## src/sv/cns_pkg.sv

```systemverilog
`default_nettype none
package cns_pkg;

    // Sizes fixed by the item fields
    localparam int unsigned USER_BYTES_DEF = 48;
    localparam int unsigned CMD_W = 2;
    localparam int unsigned REQ_W = 6;
    localparam int unsigned BYTE_W = 8;
    localparam int unsigned STAT_W = 2;
    localparam int unsigned CFG_IDX_W = 1;
    localparam int unsigned UPC_W = 5;

    // Command codes
    localparam logic [CMD_W-1:0] CMD_READ = 2'd0;
    localparam logic [CMD_W-1:0] CMD_WRITE = 2'd1;
    localparam logic [CMD_W-1:0] CMD_RESET = 2'd2;
    localparam logic [CMD_W-1:0] CMD_INVALID = 2'd3;

    // Status codes
    localparam logic [STAT_W-1:0] ST_OK = 2'd0;
    localparam logic [STAT_W-1:0] ST_BAD = 2'd1;
    localparam logic [STAT_W-1:0] ST_SUM = 2'd2;
    localparam logic [STAT_W-1:0] ST_ABSENT = 2'd3;

    // Configuration register indexes
    localparam logic [CFG_IDX_W-1:0] CFG_PRESENT = 1'd0;
    localparam logic [CFG_IDX_W-1:0] CFG_TT = 1'd1;

    // Init pattern loaded by the reset command
    localparam logic [5:0] INIT_AT = 6'd8;
    localparam int unsigned INIT_LEN = 6;
    localparam logic [BYTE_W-1:0] INIT_PAT [INIT_LEN] = '{
        8'h00, 8'h2f, 8'h20, 8'hff, 8'hff, 8'hff
    };

    // Pointer operations
    localparam logic [1:0] PTR_HOLD = 2'd0;
    localparam logic [1:0] PTR_ZERO = 2'd1;
    localparam logic [1:0] PTR_START = 2'd2;
    localparam logic [1:0] PTR_INC = 2'd3;

    // Read operations (tag carried with the pending read)
    localparam logic [1:0] RD_NONE = 2'd0;
    localparam logic [1:0] RD_SCAN = 2'd1;
    localparam logic [1:0] RD_STREAM = 2'd2;

    // Write operations
    localparam logic [2:0] WR_NONE = 3'd0;
    localparam logic [2:0] WR_DATA = 3'd1;
    localparam logic [2:0] WR_INIT = 3'd2;
    localparam logic [2:0] WR_CK0 = 3'd3;
    localparam logic [2:0] WR_CK1 = 3'd4;

    // Write offset operations
    localparam logic [1:0] WOFS_HOLD = 2'd0;
    localparam logic [1:0] WOFS_CLR = 2'd1;
    localparam logic [1:0] WOFS_NEXT = 2'd2;

    // Jump conditions
    localparam logic [3:0] C_NONE = 4'd0;
    localparam logic [3:0] C_ABSENT = 4'd1;
    localparam logic [3:0] C_IS_RESET = 4'd2;
    localparam logic [3:0] C_IS_BAD = 4'd3;
    localparam logic [3:0] C_IS_WRITE = 4'd4;
    localparam logic [3:0] C_SCAN_END = 4'd5;
    localparam logic [3:0] C_USER_END = 4'd6;
    localparam logic [3:0] C_SUM_BAD = 4'd7;
    localparam logic [3:0] C_WR_LAST = 4'd8;
    localparam logic [3:0] C_CNT_ONE = 4'd9;

    // Program addresses
    localparam logic [UPC_W-1:0] A_DISP = 5'd0;
    localparam logic [UPC_W-1:0] A_DRST = 5'd1;
    localparam logic [UPC_W-1:0] A_DBAD = 5'd2;
    localparam logic [UPC_W-1:0] A_DWR = 5'd3;
    localparam logic [UPC_W-1:0] A_READ = 5'd4;
    localparam logic [UPC_W-1:0] A_RSCAN = 5'd5;
    localparam logic [UPC_W-1:0] A_RDRAIN = 5'd6;
    localparam logic [UPC_W-1:0] A_RCHECK = 5'd7;
    localparam logic [UPC_W-1:0] A_STREAM = 5'd8;
    localparam logic [UPC_W-1:0] A_RDONE = 5'd9;
    localparam logic [UPC_W-1:0] A_SUMERR = 5'd10;
    localparam logic [UPC_W-1:0] A_ABSENT = 5'd11;
    localparam logic [UPC_W-1:0] A_BAD = 5'd12;
    localparam logic [UPC_W-1:0] A_RST = 5'd13;
    localparam logic [UPC_W-1:0] A_RFILL = 5'd14;
    localparam logic [UPC_W-1:0] A_RCK0 = 5'd15;
    localparam logic [UPC_W-1:0] A_RCK1 = 5'd16;
    localparam logic [UPC_W-1:0] A_WR = 5'd17;
    localparam logic [UPC_W-1:0] A_WDONE = 5'd18;
    localparam logic [UPC_W-1:0] A_WSUM = 5'd19;
    localparam logic [UPC_W-1:0] A_WSCAN = 5'd20;
    localparam logic [UPC_W-1:0] A_WDRAIN = 5'd21;
    localparam logic [UPC_W-1:0] A_WCK0 = 5'd22;
    localparam logic [UPC_W-1:0] A_WCK1 = 5'd23;

    // One control word
    typedef struct packed {
        logic [1:0] ptr_op;
        logic [1:0] rd_op;
        logic sum_clr;
        logic [2:0] wr_op;
        logic emit;
        logic [STAT_W-1:0] status;
        logic [1:0] wofs_op;
        logic [3:0] cond;
        logic neg;
        logic [UPC_W-1:0] target;
        logic fin;
    } t_uword;

    // Datapath flags tested by jumps
    typedef struct packed {
        logic absent;
        logic is_reset;
        logic is_bad;
        logic is_write;
        logic scan_end;
        logic user_end;
        logic sum_bad;
        logic wr_last;
        logic cnt_one;
    } t_flags;

    // Byte written at an address by the reset command
    function automatic logic [BYTE_W-1:0] init_byte(input logic [5:0] addr, input logic tt);
        logic [5:0] ofs;
        logic [BYTE_W-1:0] b;
        ofs = addr - INIT_AT;
        b = '0;
        if (!tt && addr >= INIT_AT && ofs < 6'(INIT_LEN)) begin
            b = INIT_PAT[ofs[2:0]];
        end
        return b;
    endfunction

    // Microprogram
    function automatic t_uword urom(input logic [UPC_W-1:0] upc);
        t_uword uw;
        uw = '0;
        case (upc)
            A_DISP: begin
                uw.cond = C_ABSENT;
                uw.target = A_ABSENT;
            end
            A_DRST: begin
                uw.cond = C_IS_RESET;
                uw.target = A_RST;
            end
            A_DBAD: begin
                uw.cond = C_IS_BAD;
                uw.target = A_BAD;
            end
            A_DWR: begin
                uw.cond = C_IS_WRITE;
                uw.target = A_WR;
            end
            A_READ: begin
                uw.ptr_op = PTR_ZERO;
                uw.sum_clr = 1'b1;
                uw.wofs_op = WOFS_CLR;
            end
            A_RSCAN: begin
                uw.rd_op = RD_SCAN;
                uw.ptr_op = PTR_INC;
                uw.cond = C_SCAN_END;
                uw.neg = 1'b1;
                uw.target = A_RSCAN;
            end
            A_RDRAIN: begin
                uw.cond = C_NONE;
            end
            A_RCHECK: begin
                uw.ptr_op = PTR_START;
                uw.cond = C_SUM_BAD;
                uw.target = A_SUMERR;
            end
            A_STREAM: begin
                uw.rd_op = RD_STREAM;
                uw.ptr_op = PTR_INC;
                uw.cond = C_CNT_ONE;
                uw.neg = 1'b1;
                uw.target = A_STREAM;
            end
            A_RDONE: begin
                uw.fin = 1'b1;
            end
            A_SUMERR: begin
                uw.emit = 1'b1;
                uw.status = ST_SUM;
                uw.fin = 1'b1;
            end
            A_ABSENT: begin
                uw.emit = 1'b1;
                uw.status = ST_ABSENT;
                uw.wofs_op = WOFS_CLR;
                uw.fin = 1'b1;
            end
            A_BAD: begin
                uw.emit = 1'b1;
                uw.status = ST_BAD;
                uw.wofs_op = WOFS_CLR;
                uw.fin = 1'b1;
            end
            A_RST: begin
                uw.ptr_op = PTR_ZERO;
                uw.sum_clr = 1'b1;
                uw.wofs_op = WOFS_CLR;
            end
            A_RFILL: begin
                uw.wr_op = WR_INIT;
                uw.ptr_op = PTR_INC;
                uw.cond = C_USER_END;
                uw.neg = 1'b1;
                uw.target = A_RFILL;
            end
            A_RCK0: begin
                uw.wr_op = WR_CK0;
            end
            A_RCK1: begin
                uw.wr_op = WR_CK1;
                uw.emit = 1'b1;
                uw.status = ST_OK;
                uw.fin = 1'b1;
            end
            A_WR: begin
                uw.wr_op = WR_DATA;
                uw.wofs_op = WOFS_NEXT;
                uw.cond = C_WR_LAST;
                uw.target = A_WSUM;
            end
            A_WDONE: begin
                uw.fin = 1'b1;
            end
            A_WSUM: begin
                uw.ptr_op = PTR_ZERO;
                uw.sum_clr = 1'b1;
            end
            A_WSCAN: begin
                uw.rd_op = RD_SCAN;
                uw.ptr_op = PTR_INC;
                uw.cond = C_USER_END;
                uw.neg = 1'b1;
                uw.target = A_WSCAN;
            end
            A_WDRAIN: begin
                uw.cond = C_NONE;
            end
            A_WCK0: begin
                uw.wr_op = WR_CK0;
            end
            A_WCK1: begin
                uw.wr_op = WR_CK1;
                uw.emit = 1'b1;
                uw.status = ST_OK;
                uw.fin = 1'b1;
            end
            default: begin
                uw.fin = 1'b1;
            end
        endcase
        return uw;
    endfunction

endpackage
`default_nettype wire

```

## src/sv/cns_ram.sv

```systemverilog
`default_nettype none
module cns_ram #(
    parameter int unsigned WIDTH = 8,
    parameter int unsigned DEPTH = 50
) (
    input  wire logic                     i_clk,
    input  wire logic                     i_we,
    input  wire logic [$clog2(DEPTH)-1:0] i_waddr,
    input  wire logic [WIDTH-1:0]         i_wdata,
    input  wire logic                     i_re,
    input  wire logic [$clog2(DEPTH)-1:0] i_raddr,
    output logic [WIDTH-1:0]              o_rdata
);

    logic [WIDTH-1:0] r_mem [DEPTH];

    // Write port
    always_ff @(posedge i_clk) begin
        if (i_we) begin
            r_mem[i_waddr] <= i_wdata;
        end
    end

    // Registered read port
    always_ff @(posedge i_clk) begin
        if (i_re) begin
            o_rdata <= r_mem[i_raddr];
        end
    end

endmodule
`default_nettype wire

```

## src/sv/cns_seq.sv

```systemverilog
`default_nettype none
module cns_seq (
    input  wire logic           i_clk,
    input  wire logic           i_rst_n,
    input  wire logic           i_go,
    input  wire cns_pkg::t_flags i_flags,
    output cns_pkg::t_uword     o_uw,
    output logic                o_busy
);

    logic [cns_pkg::UPC_W-1:0] r_upc;
    logic [cns_pkg::UPC_W-1:0] n_upc;
    logic r_run;
    logic n_run;
    cns_pkg::t_uword uw;
    logic hit;

    // Fetch the current control word; idle issues a blank word
    always_comb begin
        uw = cns_pkg::urom(r_upc);
        o_uw = r_run ? uw : '0;
    end

    // Evaluate the jump condition
    always_comb begin
        case (uw.cond)
            cns_pkg::C_NONE:     hit = 1'b0;
            cns_pkg::C_ABSENT:   hit = i_flags.absent;
            cns_pkg::C_IS_RESET: hit = i_flags.is_reset;
            cns_pkg::C_IS_BAD:   hit = i_flags.is_bad;
            cns_pkg::C_IS_WRITE: hit = i_flags.is_write;
            cns_pkg::C_SCAN_END: hit = i_flags.scan_end;
            cns_pkg::C_USER_END: hit = i_flags.user_end;
            cns_pkg::C_SUM_BAD:  hit = i_flags.sum_bad;
            cns_pkg::C_WR_LAST:  hit = i_flags.wr_last;
            cns_pkg::C_CNT_ONE:  hit = i_flags.cnt_one;
            default:             hit = 1'b0;
        endcase
    end

    // Advance the step counter: start, jump, fall through or stop
    always_comb begin
        n_upc = r_upc;
        n_run = r_run;
        if (i_go) begin
            n_upc = cns_pkg::A_DISP;
            n_run = 1'b1;
        end else if (r_run) begin
            if (uw.fin) begin
                n_run = 1'b0;
            end else if (uw.cond != cns_pkg::C_NONE && (hit ^ uw.neg)) begin
                n_upc = uw.target;
            end else begin
                n_upc = r_upc + 1'b1;
            end
        end
    end

    always_ff @(posedge i_clk) begin
        if (!i_rst_n) begin
            r_upc <= cns_pkg::A_DISP;
            r_run <= 1'b0;
        end else begin
            r_upc <= n_upc;
            r_run <= n_run;
        end
    end

    assign o_busy = r_run;

endmodule
`default_nettype wire

```

## src/sv/checksummed_nvram_store.sv

```systemverilog
`default_nettype none
// Checksummed byte store: USER_BYTES user bytes followed by a checksum pair
// (complemented and plain 8-bit sum). A request is taken when start is high
// and busy is low; results come out one per cycle on o_strobe and cannot be
// held off, so the receiver must take every strobed cycle. A read walks the
// whole store, checksum pair included, to verify it; a write item that is
// not the last of its request writes its byte, and the last one also
// rebuilds the checksum; a reset command rewrites all user bytes. When the
// device is absent, or for a bad range or an invalid command, only a status
// is reported. An emitted status is registered in the cycle after the
// control step that makes it; streamed read data is registered first in
// the RAM read port and then in the result register. The final result of
// a request falls in the first cycle after busy drops. The microcode steps
// through the byte RAM one address per cycle. After power-on reset the
// store reads as all zeros (so a read reports a checksum error until a
// reset command or a completed write).
module checksummed_nvram_store #(
    parameter int unsigned USER_BYTES = cns_pkg::USER_BYTES_DEF
) (
    input  wire logic                         i_clk,
    input  wire logic                         i_rst_n,
    input  wire logic                         start,
    output logic                              busy,
    input  wire logic [cns_pkg::CMD_W-1:0]    i_command,
    input  wire logic [cns_pkg::REQ_W-1:0]    i_start_req,
    input  wire logic [cns_pkg::REQ_W-1:0]    i_count,
    input  wire logic [cns_pkg::BYTE_W-1:0]   i_write_data,
    output logic                              o_strobe,
    output logic [cns_pkg::BYTE_W-1:0]        o_read_data,
    output logic [cns_pkg::STAT_W-1:0]        o_status,
    output logic                              o_last,
    input  wire logic                         i_cfg_valid,
    output logic                              o_cfg_ready,
    input  wire logic [cns_pkg::CFG_IDX_W-1:0] i_cfg_index,
    input  wire logic                         i_cfg_data
);

    localparam int unsigned DEPTH = USER_BYTES + 2;
    localparam int unsigned AW = $clog2(DEPTH);
    localparam logic [AW-1:0] LAST_USER = AW'(USER_BYTES - 1);
    localparam logic [AW-1:0] CK0_ADDR = AW'(USER_BYTES);
    localparam logic [AW-1:0] CK1_ADDR = AW'(USER_BYTES + 1);
    localparam int unsigned BW = cns_pkg::BYTE_W;
    localparam int unsigned RW = cns_pkg::REQ_W;

    logic go;
    cns_pkg::t_uword uw;
    cns_pkg::t_flags flags;

    // Configuration
    logic r_present;
    logic r_tt;

    // Latched request
    logic [cns_pkg::CMD_W-1:0] r_cmd;
    logic [RW-1:0] r_start;
    logic [RW-1:0] r_count;
    logic [BW-1:0] r_wdata;

    // Datapath registers
    logic [AW-1:0] r_ptr;
    logic [RW-1:0] r_cnt;
    logic [RW-1:0] r_wofs;
    logic [BW-1:0] r_sum;
    logic [BW-1:0] r_ck0;
    logic [BW-1:0] r_ck1;
    logic [DEPTH-1:0] r_vld;
    logic [1:0] r_pend_kind;
    logic [AW-1:0] r_pend_addr;
    logic r_pend_last;
    logic r_rd_vld;

    // Output registers
    logic r_strobe;
    logic [BW-1:0] r_rdata;
    logic [cns_pkg::STAT_W-1:0] r_status;
    logic r_last;

    // Combinational datapath
    logic [RW-1:0] pos;
    logic wr_last;
    logic range_ok;
    logic [BW-1:0] ini;
    logic [BW-1:0] rd_byte;
    logic [BW-1:0] ram_q;
    logic we;
    logic [AW-1:0] waddr;
    logic [BW-1:0] wdata;
    logic re;
    logic [RW:0] wpos_addr;

    assign go = start && !busy;
    assign o_cfg_ready = 1'b1;

    cns_seq u_seq (
        .i_clk   (i_clk),
        .i_rst_n (i_rst_n),
        .i_go    (go),
        .i_flags (flags),
        .o_uw    (uw),
        .o_busy  (busy)
    );

    cns_ram #(
        .WIDTH (BW),
        .DEPTH (DEPTH)
    ) u_ram (
        .i_clk   (i_clk),
        .i_we    (we),
        .i_waddr (waddr),
        .i_wdata (wdata),
        .i_re    (re),
        .i_raddr (r_ptr),
        .o_rdata (ram_q)
    );

    // Decode request and build jump flags
    always_comb begin
        pos = (r_wofs >= r_count) ? '0 : r_wofs;
        wr_last = (pos + 1'b1) == r_count;
        range_ok = (r_count != '0)
            && ((7'(r_start) + 7'(r_count)) <= 7'(USER_BYTES));
        flags.absent = !r_present;
        flags.is_reset = r_cmd == cns_pkg::CMD_RESET;
        flags.is_bad = (r_cmd == cns_pkg::CMD_INVALID) || !range_ok;
        flags.is_write = r_cmd == cns_pkg::CMD_WRITE;
        flags.scan_end = r_ptr == CK1_ADDR;
        flags.user_end = r_ptr == LAST_USER;
        flags.sum_bad = (r_ck0 != ~r_sum) || (r_ck1 != r_sum);
        flags.wr_last = wr_last;
        flags.cnt_one = r_cnt == RW'(1);
    end

    // Select the RAM write
    always_comb begin
        ini = cns_pkg::init_byte(6'(r_ptr), r_tt);
        wpos_addr = 7'(r_start) + 7'(pos);
        we = uw.wr_op != cns_pkg::WR_NONE;
        re = uw.rd_op != cns_pkg::RD_NONE;
        case (uw.wr_op)
            cns_pkg::WR_DATA: begin
                waddr = wpos_addr[AW-1:0];
                wdata = r_wdata;
            end
            cns_pkg::WR_INIT: begin
                waddr = r_ptr;
                wdata = ini;
            end
            cns_pkg::WR_CK0: begin
                waddr = CK0_ADDR;
                wdata = ~r_sum;
            end
            cns_pkg::WR_CK1: begin
                waddr = CK1_ADDR;
                wdata = r_sum;
            end
            default: begin
                waddr = r_ptr;
                wdata = r_wdata;
            end
        endcase
        rd_byte = r_rd_vld ? ram_q : '0;
    end

    // Configuration writes
    always_ff @(posedge i_clk) begin
        if (!i_rst_n) begin
            r_present <= 1'b1;
            r_tt <= 1'b0;
        end else if (i_cfg_valid && o_cfg_ready) begin
            case (i_cfg_index)
                cns_pkg::CFG_PRESENT: r_present <= i_cfg_data;
                cns_pkg::CFG_TT:      r_tt <= i_cfg_data;
                default:              r_tt <= r_tt;
            endcase
        end
    end

    // Capture the request
    always_ff @(posedge i_clk) begin
        if (go) begin
            r_cmd <= i_command;
            r_start <= i_start_req;
            r_count <= i_count;
            r_wdata <= i_write_data;
        end
    end

    // Pointer and stream counter
    always_ff @(posedge i_clk) begin
        case (uw.ptr_op)
            cns_pkg::PTR_ZERO: r_ptr <= '0;
            cns_pkg::PTR_START: begin
                r_ptr <= r_start[AW-1:0];
                r_cnt <= r_count;
            end
            cns_pkg::PTR_INC: begin
                r_ptr <= r_ptr + 1'b1;
                r_cnt <= r_cnt - 1'b1;
            end
            default: r_ptr <= r_ptr;
        endcase
    end

    // Write offset within a write request
    always_ff @(posedge i_clk) begin
        if (!i_rst_n) begin
            r_wofs <= '0;
        end else begin
            case (uw.wofs_op)
                cns_pkg::WOFS_CLR:  r_wofs <= '0;
                cns_pkg::WOFS_NEXT: r_wofs <= wr_last ? '0 : pos + 1'b1;
                default:            r_wofs <= r_wofs;
            endcase
        end
    end

    // Valid bits: unwritten entries read as zero
    always_ff @(posedge i_clk) begin
        if (!i_rst_n) begin
            r_vld <= '0;
        end else if (we) begin
            r_vld[waddr] <= 1'b1;
        end
    end

    // Track the read in flight
    always_ff @(posedge i_clk) begin
        if (!i_rst_n) begin
            r_pend_kind <= cns_pkg::RD_NONE;
        end else begin
            r_pend_kind <= uw.rd_op;
        end
    end

    always_ff @(posedge i_clk) begin
        if (re) begin
            r_pend_addr <= r_ptr;
            r_pend_last <= r_cnt == RW'(1);
            r_rd_vld <= r_vld[r_ptr];
        end
    end

    // Sum and stored checksum capture
    always_ff @(posedge i_clk) begin
        if (uw.sum_clr) begin
            r_sum <= '0;
        end else if (uw.wr_op == cns_pkg::WR_INIT) begin
            r_sum <= r_sum + ini;
        end else if (r_pend_kind == cns_pkg::RD_SCAN) begin
            if (r_pend_addr == CK0_ADDR) begin
                r_ck0 <= rd_byte;
            end else if (r_pend_addr == CK1_ADDR) begin
                r_ck1 <= rd_byte;
            end else begin
                r_sum <= r_sum + rd_byte;
            end
        end
    end

    // Result register
    always_ff @(posedge i_clk) begin
        if (!i_rst_n) begin
            r_strobe <= 1'b0;
        end else begin
            r_strobe <= uw.emit || (r_pend_kind == cns_pkg::RD_STREAM);
        end
    end

    always_ff @(posedge i_clk) begin
        if (uw.emit) begin
            r_rdata <= '0;
            r_status <= uw.status;
            r_last <= 1'b1;
        end else if (r_pend_kind == cns_pkg::RD_STREAM) begin
            r_rdata <= rd_byte;
            r_status <= cns_pkg::ST_OK;
            r_last <= r_pend_last;
        end
    end

    assign o_strobe = r_strobe;
    assign o_read_data = r_rdata;
    assign o_status = r_status;
    assign o_last = r_last;

endmodule
`default_nettype wire
```

## config.mk

```make
export PLATFORM = sky130hd
export DESIGN_NAME = checksummed_nvram_store
export DESIGN_NICKNAME = d
export VERILOG_FILES = /design/src/sv/cns_pkg.sv /design/src/sv/cns_ram.sv /design/src/sv/cns_seq.sv /design/src/sv/checksummed_nvram_store.sv
export SDC_FILE = /design/constraint.sdc
export NUM_CORES = 1
export LEC_CHECK = 0
export BUFFER_PORTS_ARGS = -buffer_cell sky130_fd_sc_hd__buf_2
export CORE_MARGIN = 5
export CORE_UTILIZATION = 65
export CTS_CLUSTER_DIAMETER = 30
export DETAILED_ROUTE_END_ITERATION = 10
export GPL_ROUTABILITY_DRIVEN = 0
export PLACE_DENSITY = 0.82
export REMOVE_ABC_BUFFERS = 1
export SLEW_MARGIN = 15
export SYNTH_ARGS = -nofsm -noshare
export SYNTH_HDL_FRONTEND = slang
export SYNTH_SLANG_ARGS = --single-unit
```

## constraint.sdc

```tcl
create_clock -name i_clk -period 7.1 [get_ports i_clk]
set_clock_uncertainty 0.1 [all_clocks]
set_input_delay 0.71 -clock i_clk [delete_from_list [all_inputs] [get_ports i_clk]]
set_output_delay 0.71 -clock i_clk [all_outputs]
set_load 0.02 [all_outputs]
```

==> results.cfg, run 1 <==
[run_status]
outcome = finished, final reports clean

[clocking]
cts-buffers-inserted = 97
clock_latency_ns = 0.64
cts_tree = yes
hold_buffers = 0
htree_num_levels = 3
post-cts-setup-buffers = 0
clk_path_buf_depth = 3
cts_root_buf = clkbuf_16
cts_resized = 0
cts.clk_slew.worst_paths_ns = 0.05
cts_num_sinks = 552

[drt]
routed_wl_um = 59100
met3_wirelength_um = 6410
met1_length_um = 22300
wire_per_inst_um = 27.8
via_per_inst = 6.80
detail-route-antenna-nets = 0
route.detailed.drc = 0
num_vias = 14500
highest_layer = met4
drtPass1Iterations = 5
route.met2.wl_um = 28200
initialDrtViolationCount = 1810

[critical_path]
r2r_setup_slack_ns = 1.82
endpoint_kind = flop
worstPathArrival_ns = 5.42
r2r_end = u_ram.r_mem[5][3]$_DFFE_PP_
required_ns = 7.24
reg2reg_depth = 14
cpMaxStageDelayCell = nor2_1
cpMostUsedCell = a21oi_1
r2r_start = r_count[0]$_DFFE_PP_
critPathLaunchType = flop
crit_path_max_fanout = 12
path_class = flop to flop
slowest_delay_ns = 0.76
crit_path_cell_trace = ha_1 > nand2b_1 > a21oi_1 > o221a_2 > and2_1 > ha_1 > a21o_1 > a21oi_1 > o21bai_1 > a21oi_1 > xor3_1 > a211oi_2 > nand2_1 > nor2_1

[grt]
gr-total-overflow = 0
antenna_found_initial = 0
grt_pass1_wl_um = 90200
grt_util_all_layers_pct = 29.5
grt_start_max_net_pins = 131
grt_pass1_vias = 14500

[placed_design]
port_buffers = 40
dp.cells = 1943
post-dp-hpwl_um = 33100
postPlaceCellArea_um2 = 24300

[synthesis]
yosys_most_used_dff = edfxtp_1
ys_seq_area_share_pct = 66.9
ys_seq_elements = 552
yosysWarnings = 0
synthArstFlopShare_pct = 0
synth.most_common_cell = edfxtp_1
synth_common_cells = edfxtp_1, nor2_1, mux4_2, dfxtp_1, nand2_1
yosysTopAreaCell = edfxtp_1
yosys.cell_types.count = 69
synthCells = 1494
synth-edff-count = 468
synth_area_leaders = edfxtp_1, mux4_2, dfxtp_1
netlist_area_um2 = 23500
synth_top_area_share_pct = 59.7
avgSynthCellArea_um2 = 15.8

[floorplanning]
die_h_um = 200
fp.dieW_um = 200
ioPinCount = 42
start_util_pct = 66.0
coreArea_um2 = 35700
die_area_um2 = 40100
rows = 69

[flow_run]
maxCapViolCount = 0

[sta]
worst_pin_slew_ns = 1.02
setup_violations = 0
final_max_slew_viol_count = 0
fin_crit_sh_pct = 74.4
rsz0062_at_grt = false
fin_crit_ns = 5.28
hold_viol = 0
max_slew_margin_pct = 32.0
whs_ns = 0.164
max_clock_freq_mhz = 189

[final_layout]
multi_input_area_um2 = 7420
nets = 1649
seq_area_um2 = 15700
post-route-cell-area_um2 = 27700
fin_cells = 2127
drive_gt1_share_pct = 22.6
diodes = 0
nFillCells = 1839
syn_to_final_growth_pct = 17.8

[pwr]
static-leakage-power_uw = 0.00956
peakVddDrop_v = 0.000304
power.total_uw = 8830
p_per_area_nw_per_um2 = 318

[min_path]
hold_start = i_write_data[3]
whs_path_depth = 1
min_to = r_wdata[3]$_DFFE_PP_
hp-class = primary input to flop
-- registers in the layout (all words and copies together), names as in the netlist, 2 cells and up --
signal         cells
o_read_data        8
o_status           2
r_ck0              8
r_ck1              8
r_cmd              2
r_cnt              6
r_count            6
r_pend_addr        6
r_pend_kind        2
r_ptr              6
r_start            6
r_sum              8
r_vld             50
r_wdata            8
r_wofs             6
u_ram.o_rdata      8
u_ram.r_mem      400
u_seq.r_upc        5
-- per-layer routing --
layer | global-route usage [%] | vias up
met5 | 0 | -
met4 | 10.7 | 0
met3 | 7.71 | 150
met2 | 46.8 | 1008
met1 | 40.3 | 7233
li1 | - | 6071
-- cell families after synthesis --
kind of cell	after synthesis	synth area share, %
flip-flops	552	66.9
AND/OR/NAND/NOR	331	6.84
AO/OA/AOI/OAI	259	7.29
multiplexers	172	13.7
buffers and inverters	111	1.99
adder cells (fa/ha/maj)	40	2.22
XOR/XNOR	28	1.11
other	1	0.0159
-- worst max-delay path: cells and delay by family, from the launching register on --
kind | cells | cell delay [ns]
fa+ha+maj | 2 | 0.59
xor+xnor | 1 | 0.35
flops | 1 | 0.48
compound gates | 7 | 1.73
simple gates | 4 | 1.65
-- where the power goes --
group | switching [uW] | internal (uW) | total, uW
Sequential | 26.3 | 3570 | 3590
Clock | 1730 | 3130 | 4860
Combinational | 254 | 123 | 377
Total | 2010 | 6820 | 8830
-- through the flow --
stage | util [%] | worst slack, ns | TNS [ns]
finish | 77.8 | 1.82 | 0
global route | 77.8 | 1.67 | 0
CTS | 77.8 | 1.91 | 0
detailed placement | 68.0 | 1.92 | 0
global placement | 68.0 | 2.13 | 0
floorplan | - | -1.02 | -227.76
-- cells in the final DEF, fill, tap and decap left out, drive strengths merged, types with 15 or more instances in the layout --
cell type	count
a21oi	68
and2	15
buf	63
clkbuf	112
clkinv	33
dfxtp	84
edfxtp	468
ha	37
inv	54
mux2i	47
mux4	119
nand2	75
nand2b	16
nand3	18
nor2	122
o21a	52
o21ai	48
o22ai	21
xor2	15
-- how the worst max path moves through the flow --
stage / from / to / slack (ns) / cells after the start
3_3_place_gp: r_count[0]$_DFFE_PP_ / u_ram.r_mem[25][1]$_DFFE_PP_ / 2.13 / 14
4_1_cts: r_count[0]$_DFFE_PP_ / u_ram.r_mem[5][3]$_DFFE_PP_ / 1.91 / 14
3_5_place_dp: r_count[0]$_DFFE_PP_ / u_ram.r_mem[5][2]$_DFFE_PP_ / 1.92 / 14
2_1_floorplan: r_ptr[0]$_DFFE_PP_ / u_ram.r_mem[0][4]$_DFFE_PP_ / -1.02 / 5
6_report: r_count[0]$_DFFE_PP_ / u_ram.r_mem[5][3]$_DFFE_PP_ / 1.82 / 14
5_1_grt: r_count[0]$_DFFE_PP_ / u_ram.r_mem[26][0]$_DFFE_PP_ / 1.67 / 14
-- final cells by class --
class / instances / share of cell area (%)
Clock buffer: 112 / 9.18
Clock inverter: 72 / 3.34
Timing Repair Buffer: 63 / 1.39
Tap cell: 461 / 2.08
Sequential cell: 552 / 56.8
Multi-Input combinational cell: 831 / 26.8
Inverter: 36 / 0.487
Power figures use the tool's default switching activity.
==> inputs of run 2 (changes only) <==
--- a/config.mk
+++ b/config.mk
@@ -5,13 +5,14 @@
 export SDC_FILE = /design/constraint.sdc
 export NUM_CORES = 1
 export LEC_CHECK = 0
+export ABC_AREA = 1
 export BUFFER_PORTS_ARGS = -buffer_cell sky130_fd_sc_hd__buf_2
 export CORE_MARGIN = 5
-export CORE_UTILIZATION = 65
+export CORE_UTILIZATION = 57
 export CTS_CLUSTER_DIAMETER = 30
 export DETAILED_ROUTE_END_ITERATION = 10
 export GPL_ROUTABILITY_DRIVEN = 0
-export PLACE_DENSITY = 0.82
+export PLACE_DENSITY = 0.76
 export REMOVE_ABC_BUFFERS = 1
 export SLEW_MARGIN = 15
 export SYNTH_ARGS = -nofsm -noshare
==> constraint.sdc (replaced) <==
create_clock -name i_clk -period 4.4 [get_ports i_clk]
set_clock_uncertainty 0.1 [all_clocks]
set_input_delay 0.44 -clock i_clk [delete_from_list [all_inputs] [get_ports i_clk]]
set_output_delay 0.44 -clock i_clk [all_outputs]
set_load 0.02 [all_outputs]
==> run 2 against run 1 <==
Combinational power grew 140%. Critical path depth grew 9. Utilization down 8.8 points. Setup slack worse by 1.5 ns. Hold slack better by 0.18 ns. First-iteration DRC count grew 42%. Via count is 25% higher. Critical path type unchanged. Largest power group unchanged.
==> results.cfg, run 2 <==
[floorplanning]
rows = 75
start_util_pct = 57.4
ioPinCount = 42
fp.dieW_um = 215
die_h_um = 215
coreArea_um2 = 41900
die_area_um2 = 46400

[drt]
detail-route-antenna-nets = 0
wire_per_inst_um = 21.9
routed_wl_um = 65100
num_vias = 18100
initialDrtViolationCount = 2572
drtPass1Iterations = 7
route.detailed.drc = 0
via_per_inst = 6.08

[synthesis]
netlist_area_um2 = 24000
synth-edff-count = 468
synthArstFlopShare_pct = 0
yosysTopAreaCell = edfxtp_1
avgSynthCellArea_um2 = 10.7
ys_seq_elements = 552
synth.most_common_cell = edfxtp_1
yosys_most_used_dff = edfxtp_1
synth_top_area_share_pct = 58.5
yosys.cell_types.count = 63
synth_common_cells = edfxtp_1, nor2_1, nand2_1, o21ai_0, inv_1
yosysWarnings = 0
synth_area_leaders = edfxtp_1, dfxtp_1, nor2_1
ys_seq_area_share_pct = 65.4
synthCells = 2238

[clocking]
cts.clk_slew.worst_paths_ns = 0.05
cts_tree = yes
cts_num_sinks = 552
htree_num_levels = 3
clock_latency_ns = 0.62
cts_root_buf = clkbuf_16
cts-buffers-inserted = 98
clk_path_buf_depth = 3

[sta]
final_max_slew_viol_count = 0
setup_ws_ns = 0.304
hold_viol = 0
rsz0062_at_grt = false
max_slew_margin_pct = 27.1
setup_violations = 0
finalSetupTns_ns = 0
fin_crit_ns = 4.10
fin_crit_sh_pct = 93.1
worst_pin_slew_ns = 1.09
max_clock_freq_mhz = 244

[critical_path]
path_class = flop to flop
endpoint_kind = flop
worstPathArrival_ns = 4.32
required_ns = 4.62
r2r_setup_slack_ns = 0.30
crit_path_cell_trace = inv_1 > ha_1 > nand2_1 > inv_1 > a21oi_2 > nand2_1 > nor2_2 > ha_1 > a21oi_1 > and2_1 > nor2_1 > nor2_1 > nor2_1 > nor2_1 > inv_1 > or2_2 > nand3_1 > nand2_2 > inv_1 > nand2_2 > nor2_4 > nand2_1 > inv_2
slowest_delay_ns = 0.41
crit_path_max_fanout = 8
critPathLaunchType = flop
cpMaxStageDelayCell = edfxtp_1

[placed_design]
pre_cts_ws_ns = 0.266
post-dp-hpwl_um = 38900
port_buffers = 40
dp.cells = 2761

[final_layout]
fin_cells = 2973
drive_gt1_share_pct = 15.3
largest_reg_flops = 400
nFillCells = 2759
most-common-layout-cells = edfxtp_1, nor2_1, nand2_1, o21ai_0, inv_1
top_register = u_ram.r_mem
post-route-util_pct = 69.0
syn_to_final_growth_pct = 20.0
final_common_cell = edfxtp_1
diodes = 0
nets = 2417
largest_registers = u_ram.r_mem x400, r_vld x50

[pwr]
p_per_area_nw_per_um2 = 507
static-leakage-power_uw = 0.0107
peakVddDrop_v = 0.000347

[grt]
grt_util_all_layers_pct = 27.6
gr-total-overflow = 0
antenna_found_initial = 1
grt_pass1_wl_um = 101000
grt_start_max_net_pins = 146
grt_pass1_vias = 18100

[min_path]
hp-class = primary input to flop

[flow_run]
maxCapViolCount = 0

[run_status]
outcome = finished, final reports clean
==> run 2: cell types whose count changed in the layout (fill, tap and decap cells not counted), sizes merged, moves of 26 or more <==
| cell | change |
|---|---|
| nor3 | +34 |
| inv | +149 |
| nand2 | +242 |
| nand3 | +62 |
| o21ai | +180 |
| o221ai | +33 |
| mux2i | -45 |
| a21oi | +66 |
| dlygate4sd3 | +26 |
| mux4 | -119 |
| nor2 | +240 |
| o21a | -52 |
==> run 2: repair_timing <==
item	CTS	global route
endpoints found under the setup margin	0	138
hold buffers	26	0
gates resized for setup	0	9
setup buffers	0	1
hold endpoints to repair	24	0
==> run 2: path summary, 6_finish.rpt <==
| check | start | to | depth (start not counted) |
|---|---|---|---|
| setup / recovery | r_count[5]$_DFFE_PP_ | u_ram.r_mem[6][1]$_DFFE_PP_ | 23 |
| hold / removal | start | r_wdata[7]$_DFFE_PP_ | 4 |
| setup reg to reg | r_count[5]$_DFFE_PP_ | u_ram.r_mem[6][1]$_DFFE_PP_ | 23 |
| hold reg to reg | r_vld[18]$_SDFFE_PN0N_ | r_vld[18]$_SDFFE_PN0N_ | 2 |
==> run 2: per-layer routing <==
layer | part of all wire, % | track usage (%) | vias up
met5 | 0.020 | 0 | -
met4 | 4.4 | 12.6 | 2
met3 | 11 | 6.14 | 205
met2 | 48 | 45.4 | 1174
met1 | 37 | 35.4 | 8593
li1 | - | - | 8116
==> run 2: cell families after synthesis <==
family	share of synthesized area, %
XOR/XNOR	0.874
other	0.0156
buffers and inverters	4.65
adder cells (fa/ha/maj)	2.18
AND/OR/NAND/NOR	14.8
multiplexers	0.0833
AO/OA/AOI/OAI	11.9
flip-flops	65.4
==> run 2: stage by stage <==
| stage | hold WS [ns] | power (uW) | area [um2] |
|---|---|---|---|
| 2_1_floorplan | 0.333 | 6480 | 23600 |
| 3_3_place_gp | 0.343 | 6790 | 25000 |
| 3_5_place_dp | 0.353 | 6810 | 25000 |
| 4_1_cts | 0.324 | 14700 | 28800 |
| 5_1_grt | 0.364 | 15100 | 28900 |
| 6_report | 0.348 | 14600 | 28900 |
==> run 2: power by group <==
group | internal [uW] | switching (uW) | leakage [uW]
logic | 272 | 616 | 0.00417
registers | 5790 | 82.1 | 0.00490
clock network | 5140 | 2730 | 0.00168
total | 11200 | 3420 | 0.0107
==> run 2: worst max-delay path, delay by kind of cell, from the launching register on <==
kind	cells	cell delay, ns
AOI/OAI and AO/OA	2	0.30
buffers and inverters	5	0.54
and+or+nand+nor	14	1.90
DFF	1	0.41
adders and majority gates	2	0.55
==> run 2: cell type report <==
type	instances	area, um2	share of cell area, %
flip-flops and latches	552	15700	54.5
multi-input cells	1392	7300	25.3
clock buffers	116	2610	9.05
clock inverters	69	912	3.16
repair buffers	113	901	3.12
inverters	192	729	2.53
well taps	539	674	2.34
